[src/hw/rtl/ttrc_pkg.sv]
// ttrc_pkg: shared types and constants for the three-term recurrence checksum
// used by ttrc_term and three_term_recurrence_checksum; no dependencies
`default_nettype none

package ttrc_pkg;

  typedef logic [7:0]  byte_t;
  typedef logic [15:0] term_t;

  // first byte of a message: newer term is byte plus this offset
  localparam term_t FIRST_OFFSET = 16'd7;
  // per-position coefficients a = 17*i, b = 31*i, both mod 256
  localparam logic [4:0] A_MULT = 5'd17;
  localparam logic [4:0] B_MULT = 5'd31;
  // fold modulus, 2^16 - 1
  localparam term_t MOD_FOLD = 16'hFFFF;
  // reset value of both terms
  localparam term_t TERM_ONE = 16'd1;

endpackage : ttrc_pkg

`default_nettype wire

[src/hw/rtl/three_term_recurrence_checksum.sv]
// three_term_recurrence_checksum: top level with input register, recurrence
// state and result register; uses ttrc_pkg and ttrc_term
//
// Usage:
//   Input channel in_valid/in_ready carries one message byte per item in
//   byte_value, with last_byte set on the final byte of a message.
//   Output channel out_valid/out_ready carries one checksum item per
//   message, produced when the last byte is processed.
//   A byte accepted into the input register is folded into the recurrence
//   when it leaves that register; for a last byte the checksum is loaded at
//   that same edge and out_valid is registered with it. A last byte leaves
//   the input register only when the result register is free.
//   Throughput: one byte per cycle while no last byte is held; the term
//   update is a 16x9 and a 16x8 multiply, subtract and mod 65535 fold per cycle.
//   Reset (rst, synchronous): both registers empty, byte index 0, both
//   terms 1, next byte starts a new message.
//   Receiver stall: non-last bytes keep flowing while a checksum waits;
//   a last byte is held in the input register until the result register
//   is free, and in_ready drops only while that byte is held.
`default_nettype none

module three_term_recurrence_checksum (
  input  wire                  clk,
  input  wire                  rst,
  input  wire                  in_valid,
  output logic                 in_ready,
  input  wire ttrc_pkg::byte_t byte_value,
  input  wire                  last_byte,
  output logic                 out_valid,
  input  wire                  out_ready,
  output ttrc_pkg::term_t      checksum
);
  import ttrc_pkg::*;

  // input register
  logic  in_full;
  byte_t in_byte;
  logic  in_last;

  // recurrence state
  byte_t byte_index;
  term_t older_term;
  term_t newer_term;
  logic  started;

  term_t term;
  term_t newer_next;
  logic  advance;

  ttrc_term u_term (
    .byte_value (in_byte),
    .pos        (byte_index),
    .newer      (newer_term),
    .older      (older_term),
    .term       (term)
  );

  // a last byte needs a free result register, other bytes always move on
  assign advance  = in_full && (!in_last || !out_valid || out_ready);
  assign in_ready = !in_full || advance;

  assign newer_next = started ? term : (16'(in_byte) + FIRST_OFFSET);

  always_ff @(posedge clk) begin
    if (rst) begin
      in_full <= 1'b0;
    end else if (in_ready) begin
      in_full <= in_valid;
    end
  end

  always_ff @(posedge clk) begin
    if (in_ready && in_valid) begin
      in_byte <= byte_value;
      in_last <= last_byte;
    end
  end

  always_ff @(posedge clk) begin
    if (rst) begin
      byte_index <= 8'd0;
      older_term <= TERM_ONE;
      newer_term <= TERM_ONE;
      started    <= 1'b0;
    end else if (advance) begin
      if (in_last) begin
        byte_index <= 8'd0;
        older_term <= TERM_ONE;
        newer_term <= TERM_ONE;
        started    <= 1'b0;
      end else begin
        byte_index <= byte_index + 8'd1;
        older_term <= started ? newer_term : TERM_ONE;
        newer_term <= newer_next;
        started    <= 1'b1;
      end
    end
  end

  always_ff @(posedge clk) begin
    if (rst) begin
      out_valid <= 1'b0;
    end else if (advance && in_last) begin
      out_valid <= 1'b1;
    end else if (out_ready) begin
      out_valid <= 1'b0;
    end
  end

  always_ff @(posedge clk) begin
    if (advance && in_last) begin
      checksum <= newer_next;
    end
  end

endmodule : three_term_recurrence_checksum

`default_nettype wire

[src/hw/rtl/ttrc_term.sv]
// ttrc_term: next recurrence term from one byte, its position and the two
// previous terms; combinational, uses ttrc_pkg
`default_nettype none

module ttrc_term (
  input  wire ttrc_pkg::byte_t byte_value,
  input  wire ttrc_pkg::byte_t pos,
  input  wire ttrc_pkg::term_t newer,
  input  wire ttrc_pkg::term_t older,
  output ttrc_pkg::term_t      term
);
  import ttrc_pkg::*;

  logic [12:0] a_prod;
  logic [12:0] b_prod;
  byte_t       a;
  byte_t       b;
  logic [8:0]  mult_in;
  logic [24:0] plus;
  logic [24:0] minus;
  logic        plus_ge;
  logic [24:0] diff;
  logic [16:0] fold_sum;
  term_t       red;

  assign a_prod = 13'(pos) * 13'(A_MULT);
  assign b_prod = 13'(pos) * 13'(B_MULT);
  assign a      = a_prod[7:0];
  assign b      = b_prod[7:0];

  assign mult_in = {1'b0, byte_value} + {1'b0, a};
  assign plus    = 25'(mult_in) * 25'(newer);
  assign minus   = 25'(b) * 25'(older);

  assign plus_ge = (plus >= minus);
  assign diff    = plus_ge ? (plus - minus) : (minus - plus);

  // 2^16 is 1 mod 65535, so add the high bits onto the low half
  assign fold_sum = {1'b0, diff[15:0]} + 17'(diff[24:16]);

  always_comb begin
    if (fold_sum >= {1'b0, MOD_FOLD}) begin
      red = 16'(fold_sum - {1'b0, MOD_FOLD});
    end else begin
      red = fold_sum[15:0];
    end
  end

  // negative difference gives (1 - |d|) mod 65535
  always_comb begin
    if (plus_ge) begin
      term = red;
    end else if (red == 16'd0) begin
      term = TERM_ONE;
    end else if (red == TERM_ONE) begin
      term = 16'd0;
    end else begin
      term = 16'(17'h10000 - {1'b0, red});
    end
  end

endmodule : ttrc_term

`default_nettype wire

[config.mk]
export PLATFORM = sky130hd
export DESIGN_NAME = three_term_recurrence_checksum
export DESIGN_NICKNAME = d
export VERILOG_FILES = /design/src/hw/rtl/ttrc_pkg.sv /design/src/hw/rtl/three_term_recurrence_checksum.sv /design/src/hw/rtl/ttrc_term.sv
export SDC_FILE = /design/constraint.sdc
export NUM_CORES = 1
export LEC_CHECK = 0
export BUFFER_PORTS_ARGS = -buffer_cell sky130_fd_sc_hd__buf_2
export CORE_MARGIN = 1
export CORE_UTILIZATION = 65
export DETAILED_ROUTE_END_ITERATION = 8
export PLACE_DENSITY_LB_ADDON = 0.05
export SLEW_MARGIN = 10
export SYNTH_ARGS = -nofsm -noshare
export SYNTH_HDL_FRONTEND = slang
export SYNTH_SLANG_ARGS = --single-unit
[constraint.sdc]
create_clock -name clk -period 23.9 [get_ports clk]
set_clock_uncertainty 0.15 [all_clocks]
set_input_delay 4.78 -clock clk [delete_from_list [all_inputs] [get_ports clk]]
set_output_delay 4.78 -clock clk [all_outputs]
set_load 0.1 [all_outputs]
# Word level (Yosys, flattened, before mapping)
# Cells that the tools add are included.
dict set report classes {
  n_addsub 8
  multipliers 4
  n_div 0
  magnitude_cmp 2
  eq_ne 1
  n_shift 0
  n_mux 13
  n_bitwise 0
  n_reduce_logical 11
}
# op n
set ops {}
lappend ops {{$mux 16} 8}
lappend ops {{$ge 25x24->1} 1}
lappend ops {{$mul 9x16->25} 1}
lappend ops {{$mux 25} 1}
lappend ops {{$sub 24x25->25} 1}
lappend ops {{$sub 25x24->25} 1}
lappend ops {{$mul 8x16->24} 1}
lappend ops {{$add 16x9->17} 1}
lappend ops {{$ge 17x16->1 const B} 1}
lappend ops {{$eq 16x1->1 const B} 1}
lappend ops {{$logic_not 16->1} 1}
lappend ops {{$mul 8x5->8 const B} 2}
lappend ops {{$sub 1x16->16 const A} 1}
lappend ops {{$sub 16x16->16 const B} 1}
lappend ops {{$add 8x3->9 const B} 1}
lappend ops {{$add 8x8->9} 1}
lappend ops {{$add 8x1->8 const B} 1}
lappend ops {{$mux 8} 1}
lappend ops {{$logic_and 1x1->1} 3}
lappend ops {{$logic_not 1->1} 3}
lappend ops {{$logic_or 1x1->1} 3}
lappend ops {{$mux 1} 3}
lappend ops {{$reduce_bool 2->1} 1}
dict set report word_totals {
  reg_bits 68
  latchBits 0
  ramBits 0
  mem_bits_ro 0
  inputBits 13
  output_inout_bits 18
  memories 0
}

# Depth between registers and ports, before layout
# Gate-level depths: netlist of run 1.
dict set report logic_depth {
  ltp_word 14
  depth_mapped 67
  depth_no_buf 61
}

# Modules after synthesis
# A second synthesis of run 1 with hierarchy kept.
dict set report unflattened {
  hier_cells 1950
  area_unflattened_um2 16104.2
}
# module n_inst cells_per_inst area_per_inst_um2 seq_area_each_um2
set by_module_without_submodules {}
lappend by_module_without_submodules {ttrc_term 1 1696 13422.9 0.0}
lappend by_module_without_submodules {three_term_recurrence_checksum 1 254 2681.3 1611.5}

# Worst setup path before layout of run 1
# OpenSTA, ideal clock, no wires.
dict set report synth_path {
  path_type {register to register}
  startpoint {reg byte_index[1]}
  endpoint {reg checksum[12], data pin}
  setup_time_ps 267
  arrival_ps 13508
  required_time_ps 23483
  slack_ps 9975
  path_stages_with_launch 64
  n_path_buf 8
  period_less_slack_ps 13925
  cell_sequence {dfxtp_1 > fa_1 > inv_1 > fa_1 > fa_1 > maj3_1 > o21bai_1 > a21oi_1 > xnor2_1 > clkbuf_1 > and2_1 > fa_1 > inv_1 > fa_1 > inv_1 > fa_1 > inv_1 > fa_1 > (+28 left out) > ha_1 > and2_1 > a311oi_1 > a211o_1 > o21ai_0 > o2111a_1 > o21ai_0 > a221oi_2 > and2_0 > buf_2 > a31o_1 > buf_6 > mux2_4 > and3_4 > buf_6 > a31oi_1 > mux2i_1 > nor2_1}
}
dict set report synth_between {
  elab_chain_cells 13
}
# element line
set synth_rtl {}
lappend synth_rtl {{start, declared} three_term_recurrence_checksum.sv:41} ;# byte_t byte_index;
lappend synth_rtl {{start signal, assigned} three_term_recurrence_checksum.sv:92} ;# byte_index <= byte_index + 8'd1;
lappend synth_rtl {{$mul 8x5->8} ttrc_term.sv:26} ;# assign a_prod = 13'(pos) * 13'(A_MULT);
lappend synth_rtl {{$add 8x8->9} ttrc_term.sv:31} ;# assign mult_in = {1'b0, byte_value} + {1'b0, a};
lappend synth_rtl {{$mul 9x16->25} ttrc_term.sv:32} ;# assign plus = 25'(mult_in) * 25'(newer);
lappend synth_rtl {{$sub 24x25->25 (tied with other cells)} ttrc_term.sv:36} ;# assign diff = plus_ge ? (plus - minus) : (minus - plus);
lappend synth_rtl {{$mux 25} ttrc_term.sv:36}
lappend synth_rtl {{$add 16x9->17} ttrc_term.sv:39} ;# assign fold_sum = {1'b0, diff[15:0]} + 17'(diff[24:16]);
lappend synth_rtl {{$sub 16x16->16 or $ge 17x16->1 (tied branches)} {ttrc_term.sv:43, ttrc_term.sv:42}}
lappend synth_rtl {{$mux 16} ttrc_term.sv:42} ;# if (fold_sum >= {1'b0, MOD_FOLD}) begin
lappend synth_rtl {{$sub 1x16->16 or $eq 16x1->1 (tied branches)} {ttrc_term.sv:58, ttrc_term.sv:55}}
lappend synth_rtl {{$mux 16} ttrc_term.sv:55} ;# end else if (red == TERM_ONE) begin
lappend synth_rtl {{$mux 16} ttrc_term.sv:53} ;# end else if (red == 16'd0) begin
lappend synth_rtl {{$mux 16 *} ttrc_term.sv:51} ;# if (plus_ge) begin
lappend synth_rtl {{$mux 16 *} three_term_recurrence_checksum.sv:62} ;# assign newer_next = started ? term : (16'(in_byte) + FIRST_OFFSET);
lappend synth_rtl {{named net newer_next[12]} three_term_recurrence_checksum.sv:47} ;# term_t newer_next;
lappend synth_rtl {{end signal, assigned} three_term_recurrence_checksum.sv:112} ;# checksum <= newer_next;
lappend synth_rtl {{end, declared} three_term_recurrence_checksum.sv:31} ;# output ttrc_pkg::term_t checksum
# Mark *: on every way through the listed nets, which the timed path passes. The rest lies on a longest branch.
# A chain may end at the register's enable or synchronous reset.

# Worst setup path after layout of run 1
dict set report layout_path {
  startpoint {reg byte_index[0]}
  endpoint {reg checksum[3], data pin}
}
# The elaborated chain is that of the path after synthesis.

==> results.toml, run 1 <==
[global_route]
grt_pass1_vias = 14300
grt_first_pass_wirelength_um = 74300
grt_use_total_pct = 36.4
grt-ovfl-total = 0
grt_max_degree = 38
antenna_found_initial = 0

[placed_design]
place_hpwl_um = 38300
portBuffers = 30
place_congestion = 1.00

[cts]
cts.sinks = 68
post_cts_buffers = 0
clk_transition_reported_paths_ns = 0.06
htreeDepth = 3
cts_buffers = 9
cts_resized = 0
cts_tree = "built"
postCtsHoldBufs = 0
clock_latency_ns = 0.34
clockBufferDepth = 2
clockRootBuffer = "clkbuf_16"

[layout]
nets = 2377
multi_input_area_mm2 = 0.0135
fillers = 2152
area_growth_pct = 3.15
antenna_cells = 0
regArea_mm2 = 0.00161
drive_gt1_share_pct = 4.60

[logic_synthesis]
syn_nets = 2418
netlist_instances = 2036
synth-edff-count = 25
synth_cell_types = 88
synth_area_leaders = "fa_1 24%, ha_1 13%, inv_1 6.7%"
netlist_area_mm2 = 0.0166
async_flop_share_pct = 0
synth.avg_cell_area_um2 = 8.17
synth_top_area_share_pct = 23.7
synth_area_leader_cell = "fa_1"
ys_ff_latch = 68
yosysSeqAreaShare_pct = 9.69
yosys_warnings = 0
synth_ff_type = "dfxtp_1"

[route]
route.vias.total = 14400
ant_nets = 0
drc_errors = 0
drtIter0Drc = 1244
viasPerCell = 6.18
dr.pass1.iters = 8
routed_wl_um = 46900
routedWlPerCell_um = 20.1

[floorplanning]
die-area_mm2 = 0.0262
initial_utilization_pct = 66.2
core_area_mm2 = 0.0251
die_w_um = 162
rows = 58
io_pins = 31
chipHeight_um = 162

[timing]
rsz0062_at_grt = "false"
finalSetupViolCount = 0
final.setup.tns_ns = 0
final_max_slew_viol_count = 0
layout_min_cycle_time_ns = 16.43
max_freq_mhz = 60.9
post-route-period-util_pct = 68.7
hold_viol_final = 0
slew_headroom_pct = 26.1
worst-slew-pin-transition_ns = 1.10

[status]
status = "finished, final reports clean"

[critical_path]
arrival_ns = 16.31
path_class = "reg -> reg"
cp_slowest_cell = "dfxtp_1"
path_common_cell = "fa_1"
path_max_fanout = 24
start_kind = "register"
cp.required_ns = 23.79
cp-end-kind = "register"
slowest_delay_ns = 0.99

[flow_run]
cap_violations = 0

[worst_hold_path]
hold_class = "reg -> reg"
[final cells by class]
| class | instances | area share [%] |
|---|---|---|
| Tap cell | 330 | 2.41 |
| Sequential cell | 68 | 9.40 |
| Inverter | 298 | 6.52 |
| Clock buffer | 12 | 1.44 |
| Multi-Input combinational cell | 1576 | 78.5 |
| Clock inverter | 4 | 0.285 |
| Timing Repair Buffer | 42 | 1.40 |
[layer usage]
metal	routed length (µm)	track usage [%]
met4	2200	16.8
met2	22500	61.7
met5	0	0
met1	19000	46.7
met3	3180	4.11
[stage by stage]
stage	worst slack, ns	area (µm²)	cells	utilization, %	hold WS (ns)
4_1_cts	7.62	17100	2330	68.3	0.405
6_report	7.47	17100	2330	68.3	0.398
2_1_floorplan	9.97	16600	2036	-	0.284
3_5_place_dp	7.64	16900	2314	67.1	0.398
3_3_place_gp	8.10	16900	2314	67.1	0.369
5_1_grt	6.36	17100	2330	68.3	0.418
[state kept, by name (all words and copies together), names as in the netlist]
signal and flops:
byte_index 8, in_last 1, in_full 1, started 1
checksum 16, in_byte 8, older_term 16, newer_term 16
out_valid 1
[critical path: cells and delay by family, from the launching register on]
kind	cells	cell delay [ns]
xor gates and xnor gates	3	0.41
muxes	1	0.32
and+or+nand+nor	10	2.20
adders and majority gates	13	5.46
DFF	1	0.99
buffers and inverters	8	0.93
AOI/OAI and AO/OA	26	5.69
[cells in the mapped netlist (4+ instances only)]
| library cell | n |
|---|---|
| a2111oi_0 | 4 |
| a211o_1 | 8 |
| a211oi_1 | 10 |
| a21o_1 | 41 |
| a21oi_1 | 115 |
| a21oi_2 | 5 |
| a221oi_1 | 5 |
| a22oi_1 | 15 |
| a311oi_1 | 6 |
| a31o_2 | 4 |
| a31oi_1 | 23 |
| and2_1 | 150 |
| and3_1 | 12 |
| and4_1 | 6 |
| buf_2 | 17 |
| buf_4 | 6 |
| buf_6 | 6 |
| clkbuf_1 | 62 |
| dfxtp_1 | 43 |
| edfxtp_1 | 25 |
| fa_1 | 197 |
| ha_1 | 172 |
| inv_1 | 298 |
| mux2i_1 | 17 |
| nand2_1 | 210 |
| nand2b_1 | 18 |
| nand3_1 | 31 |
| nand4_1 | 19 |
| nor2_1 | 106 |
| nor2b_1 | 31 |
| nor3_1 | 27 |
| nor4_1 | 8 |
| o211a_1 | 4 |
| o211ai_1 | 15 |
| o21a_1 | 14 |
| o21ai_0 | 56 |
| o21ai_1 | 11 |
| o21bai_1 | 24 |
| o22ai_1 | 8 |
| o31ai_1 | 9 |
| or2_2 | 4 |
| or3_1 | 10 |
| xnor2_1 | 82 |
| xor2_1 | 34 |
[layout by cell type, fill, tap and decap left out, drive strengths merged, types with 41 or more instances in the layout]
master	count
inv	298
nand2	212
fa	197
ha	172
and2	151
a21oi	120
nor2	106
xnor2	82
o21ai	67
dfxtp	43
buf	42
a21o	41
[final timing paths]
check             slack (ns)       endpoint  depth (start not counted)          start
setup / recovery        7.47    checksum[3]                         61  byte_index[0]
hold / removal          0.40  byte_index[7]                          2  byte_index[7]
setup reg to reg        7.47    checksum[3]                         61  byte_index[0]
hold reg to reg         0.40  byte_index[7]                          2  byte_index[7]
[logic make-up (layout without fill, tap and decap cells)]
family | after synthesis | in the layout | synth area share, %
buffers and inverters | 392 | 356 | 9.39
AND/OR/NAND/NOR | 652 | 652 | 19.9
adder cells (fa/ha/maj) | 371 | 371 | 36.8
AO/OA/AOI/OAI | 419 | 419 | 17.0
flip-flops | 68 | 68 | 9.69
XOR/XNOR | 116 | 116 | 6.11
multiplexers | 18 | 18 | 1.11
Power of run 1 is left out: the tool's default activity adds up to more than one toggle a clock period on the data nets, which glitch-free logic cannot reach.
==> run 2: changes to the inputs <==
--- a/config.mk
+++ b/config.mk
@@ -7,7 +7,7 @@
 export LEC_CHECK = 0
 export BUFFER_PORTS_ARGS = -buffer_cell sky130_fd_sc_hd__buf_2
 export CORE_MARGIN = 1
-export CORE_UTILIZATION = 65
+export CORE_UTILIZATION = 60
 export DETAILED_ROUTE_END_ITERATION = 8
 export PLACE_DENSITY_LB_ADDON = 0.05
 export SLEW_MARGIN = 10
==> constraint.sdc (replaced) <==
create_clock -name clk -period 15.05 [get_ports clk]
set_clock_uncertainty 0.15 [all_clocks]
set_input_delay 3.01 -clock clk [delete_from_list [all_inputs] [get_ports clk]]
set_output_delay 3.01 -clock clk [all_outputs]
set_load 0.1 [all_outputs]
==> run 2 against run 1 <==
Non-clock buffer count rose by 30. Die area grew 8.2%. Cell count rose by 3.1%. Global-route usage shrank 2.3 points. Critical path depth shrank 6. Critical endpoint is now checksum[13]. First-iteration DRC count down 14%. Highest routed layer unchanged. Sequential share of layout area down 0.23 points. Via count up 0.69%. Register-to-register slack worse by 6.7 ns. Worst hold slack lost 0.0019 ns.
==> results.toml, run 2 (synthesis gave the netlist of run 1 again) <==
[status]
status = "finished, final reports clean"

[floorplanning]
chipHeight_um = 168
core_area_mm2 = 0.0271
rows = 60
io_pins = 31
die-area_mm2 = 0.0284
die_w_um = 168
initial_utilization_pct = 61.3

[layout]
layout_common_cells = "298 x inv_1, 210 x nand2_1, 197 x fa_1"
fin_cells = 2403
drive_gt1_share_pct = 7.39
regArea_mm2 = 0.00161
antenna_cells = 0
area_growth_pct = 5.81
reg_top3 = "checksum (16), newer_term (16), older_term (16)"
stdcell_area_mm2 = 0.0176
layout_commonest_cell = "inv_1"
nets = 2408
fillers = 2473
multi_input_area_mm2 = 0.0136

[timing]
max_freq_mhz = 69.9
worst-slew-pin-transition_ns = 1.16
slew_headroom_pct = 21.3
rsz0062_at_grt = "false"
finalSetupViolCount = 0
hold_viol_final = 0
hold_ws_ns = 0.396
post-route-period-util_pct = 95.0
final_max_slew_viol_count = 0
layout_min_cycle_time_ns = 14.30
final.setup.tns_ns = 0

[route]
route.vias.total = 14500
routedWlPerCell_um = 19.9
routed_wl_um = 47700
ant_nets = 0
viasPerCell = 6.03
drc_errors = 0
dr.pass1.iters = 5
drtIter0Drc = 1070

[critical_path]
path_class = "reg -> reg"
path_max_fanout = 20
cp-end-kind = "register"
start_kind = "register"
cp_slowest_cell = "fa_1"
slowest_delay_ns = 0.60
arrival_ns = 14.21
cp.required_ns = 14.96
path_common_cell = "fa_1"

[worst_hold_path]
hold_class = "reg -> reg"

[cts]
htreeDepth = 3
cts.sinks = 68
clk_transition_reported_paths_ns = 0.07
cts_buffers = 9
clockBufferDepth = 2
clock_latency_ns = 0.35
cts_tree = "built"
clockRootBuffer = "clkbuf_16"

[global_route]
grt_use_total_pct = 34.2
grt_pass1_vias = 14300
grt-ovfl-total = 0
grtUsageMet1_pct = 45.0
top_usage_layer = "met2"
grt_first_pass_wirelength_um = 75500
grt_max_degree = 28
use_met2_pct = 57.0
met3_usage_pct = 5.87
antenna_found_initial = 0

[placed_design]
dpl.cell_count = 2380
place_hpwl_um = 39400
dpl_cell_area_mm2 = 0.0171
portBuffers = 30
place_congestion = 1.00

[flow_run]
cap_violations = 0
[run 2: layout make-up]
| type | instances | share of cell area [%] |
|---|---|---|
| multi-input cells | 1577 | 77.4 |
| flip-flops and latches | 68 | 9.17 |
| inverters | 298 | 6.36 |
| repair buffers | 72 | 2.67 |
| well taps | 372 | 2.65 |
| clock buffers | 10 | 1.42 |
| clock inverters | 6 | 0.292 |
[run 2: final timing paths]
path | startpoint | end | slack (ns) | depth (start not counted)
worst min register to register | byte_index[7] | byte_index[7] | 0.40 | 2
worst max register to register | byte_index[2] | checksum[13] | 0.75 | 55
worst min-delay path | byte_index[7] | byte_index[7] | 0.40 | 2
worst max-delay path | byte_index[2] | checksum[13] | 0.75 | 55
[run 2: what timing repair did]
action                                  4_1_cts  5_1_grt
hold buffers                                  0        0
endpoints found under the setup margin        1       32
gates resized for setup                       1       34
buffers inserted                              0        6
cloned                                        0        1
pin swaps                                     0        6
[run 2: stage by stage]
stage	worst slack [ns]	util, %
floorplan	1.12	-
global placement	0.393	63.0
detailed placement	0.106	63.0
CTS	0.145	64.1
global route	0.0162	64.9
finish	0.746	64.9
[run 2: worst max-delay path, delay by kind of cell (launching register included)]
kind | cells | cell delay (ns)
buffers and inverters | 6 | 0.33
XOR/XNOR | 4 | 1.05
multiplexers | 3 | 0.98
AND/OR/NAND/NOR | 12 | 1.97
adder cells (fa/ha/maj) | 12 | 5.39
flip-flops | 1 | 0.38
AO/OA/AOI/OAI | 18 | 3.75
[run 2: metal layers]
metal  routed length, µm  vias to the layer above
met1               20000                     7113
met3                3630                      103
met4                1600                        0
met2               22500                      559
met5                   0                        -
li1                    -                     6721
Power of run 2 is left out for the same reason.
==> run 3: changes to the inputs <==
--- a/config.mk
+++ b/config.mk
@@ -7,7 +7,7 @@
 export LEC_CHECK = 0
 export BUFFER_PORTS_ARGS = -buffer_cell sky130_fd_sc_hd__buf_2
 export CORE_MARGIN = 1
-export CORE_UTILIZATION = 60
+export CORE_UTILIZATION = 65
 export DETAILED_ROUTE_END_ITERATION = 8
 export PLACE_DENSITY_LB_ADDON = 0.05
 export SLEW_MARGIN = 10
==> constraint.sdc (replaced) <==
create_clock -name clk -period 14.25 [get_ports clk]
set_clock_uncertainty 0.15 [all_clocks]
set_input_delay 2.85 -clock clk [delete_from_list [all_inputs] [get_ports clk]]
set_output_delay 2.85 -clock clk [all_outputs]
set_load 0.1 [all_outputs]
==> run 3 against run 2 <==
Flip-flop and latch count unchanged. Utilization up 6.6 points. Clock-buffer cell count decreased by 1. Critical path depth increased by 5. Design area increased by 2.1%. Die area down 7.6%. Non-clock buffer count rose by 33.
==> results.toml, run 3 (synthesis gave the netlist of run 1 again) <==
[status]
status = "finished, final reports clean"

[cts]
cts_tree = "built"
postCtsHoldBufs = 0
cts_buffers = 9
clock_latency_ns = 0.34
clk_transition_reported_paths_ns = 0.06
cts.sinks = 68
clockBufferDepth = 2
clockRootBuffer = "clkbuf_16"
htreeDepth = 3

[timing]
layout_min_cycle_time_ns = 13.78
hold_viol_final = 0
post-route-period-util_pct = 96.7
worst-slew-pin-transition_ns = 1.12
final_max_slew_viol_count = 0
slew_headroom_pct = 24.2
finalSetupViolCount = 0
max_freq_mhz = 72.6
worst_slack_ns = 0.473
final.setup.tns_ns = 0

[layout]
area_growth_pct = 8.01
layout_common_cells = "298 x inv_1, 210 x nand2_1, 197 x fa_1"
layout_commonest_cell = "inv_1"
antenna_cells = 0
reg_top3 = "checksum (16), newer_term (16), older_term (16)"
nets = 2441
drive_gt1_share_pct = 9.98

[route]
route.vias.total = 15000
drtIter0Drc = 1388
viasPerCell = 6.25
drc_errors = 0
ant_nets = 0
routed_wl_um = 49700
routedWlPerCell_um = 20.7
dr.pass1.iters = 5

[critical_path]
cp_slowest_cell = "fa_1"
cp_num_buf_inv = 10
arrival_ns = 13.67
cp.required_ns = 14.15
slowest_delay_ns = 0.56
start_kind = "register"
path_delay_family = "adder cells"
path_class = "reg -> reg"
path_max_fanout = 9
cp-end-kind = "register"
path_common_cell = "fa_1"

[worst_hold_path]
hold_class = "reg -> reg"

[floorplanning]
rows = 58
io_pins = 31
die-area_mm2 = 0.0262
core_area_mm2 = 0.0251
initial_utilization_pct = 66.2
die_w_um = 162
chipHeight_um = 162

[placed_design]
place_congestion = 1.00
portBuffers = 30
place_worst_setup_slack_ns = -0.0673
place_hpwl_um = 40200

[flow_run]
cap_violations = 0

[global_route]
grt-ovfl-total = 0
grt_pass1_vias = 14800
antenna_found_initial = 0
grt_use_total_pct = 38.3
grt_max_degree = 28
grt_first_pass_wirelength_um = 77800
[run 3: worst paths after layout]
kind,depth (start not counted),slack [ns],to,start
hold reg to reg,2,0.40,byte_index[7],byte_index[7]
setup / recovery,60,0.47,checksum[0],byte_index[0]
hold / removal,2,0.40,byte_index[7],byte_index[7]
setup reg to reg,60,0.47,checksum[0],byte_index[0]
[run 3: worst reg2reg max path: cells and delay by family, from the launching register on]
family / cells / cell delay (ns)
AO/OA/AOI/OAI: 23 / 4.01
XOR/XNOR: 3 / 0.46
adder cells (fa/ha/maj): 12 / 5.12
buffers and inverters: 10 / 0.88
flip-flops: 1 / 0.34
multiplexers: 2 / 0.39
AND/OR/NAND/NOR: 10 / 2.12
[run 3: routing by layer]
metal | track usage (%) | up-vias | wire length (µm)
met4 | 18.0 | 0 | 2360
met2 | 62.3 | 680 | 23400
met1 | 50.9 | 7333 | 20300
li1 | - | 6794 | -
met5 | 0 | - | 0
met3 | 4.83 | 152 | 3620
[run 3: area by class of cell]
class	count	area [µm²]
Multi-Input combinational cell	1577	13800
Fill cell	2037	7150
Sequential cell	68	1610
Inverter	298	1120
Timing Repair Buffer	105	721
Tap cell	330	413
Clock buffer	9	225
Clock inverter	7	75.1
[run 3: repair_timing]
action,4_1_cts,5_1_grt
cloned,0,1
resized for setup,2,68
pin swaps,0,29
buffers inserted,0,16
endpoints found under the setup margin,13,32
[run 3: stage by stage]
stage / util (%) / instance area [µm²] / hold WS [ns] / cells
2_1_floorplan: - / 16600 / 0.284 / 2036
3_3_place_gp: 68.5 / 17200 / 0.372 / 2361
3_5_place_dp: 68.5 / 17200 / 0.395 / 2361
4_1_cts: 69.7 / 17500 / 0.404 / 2377
5_1_grt: 71.5 / 18000 / 0.434 / 2394
6_report: 71.5 / 18000 / 0.401 / 2394
Power of run 3 is left out for the same reason.
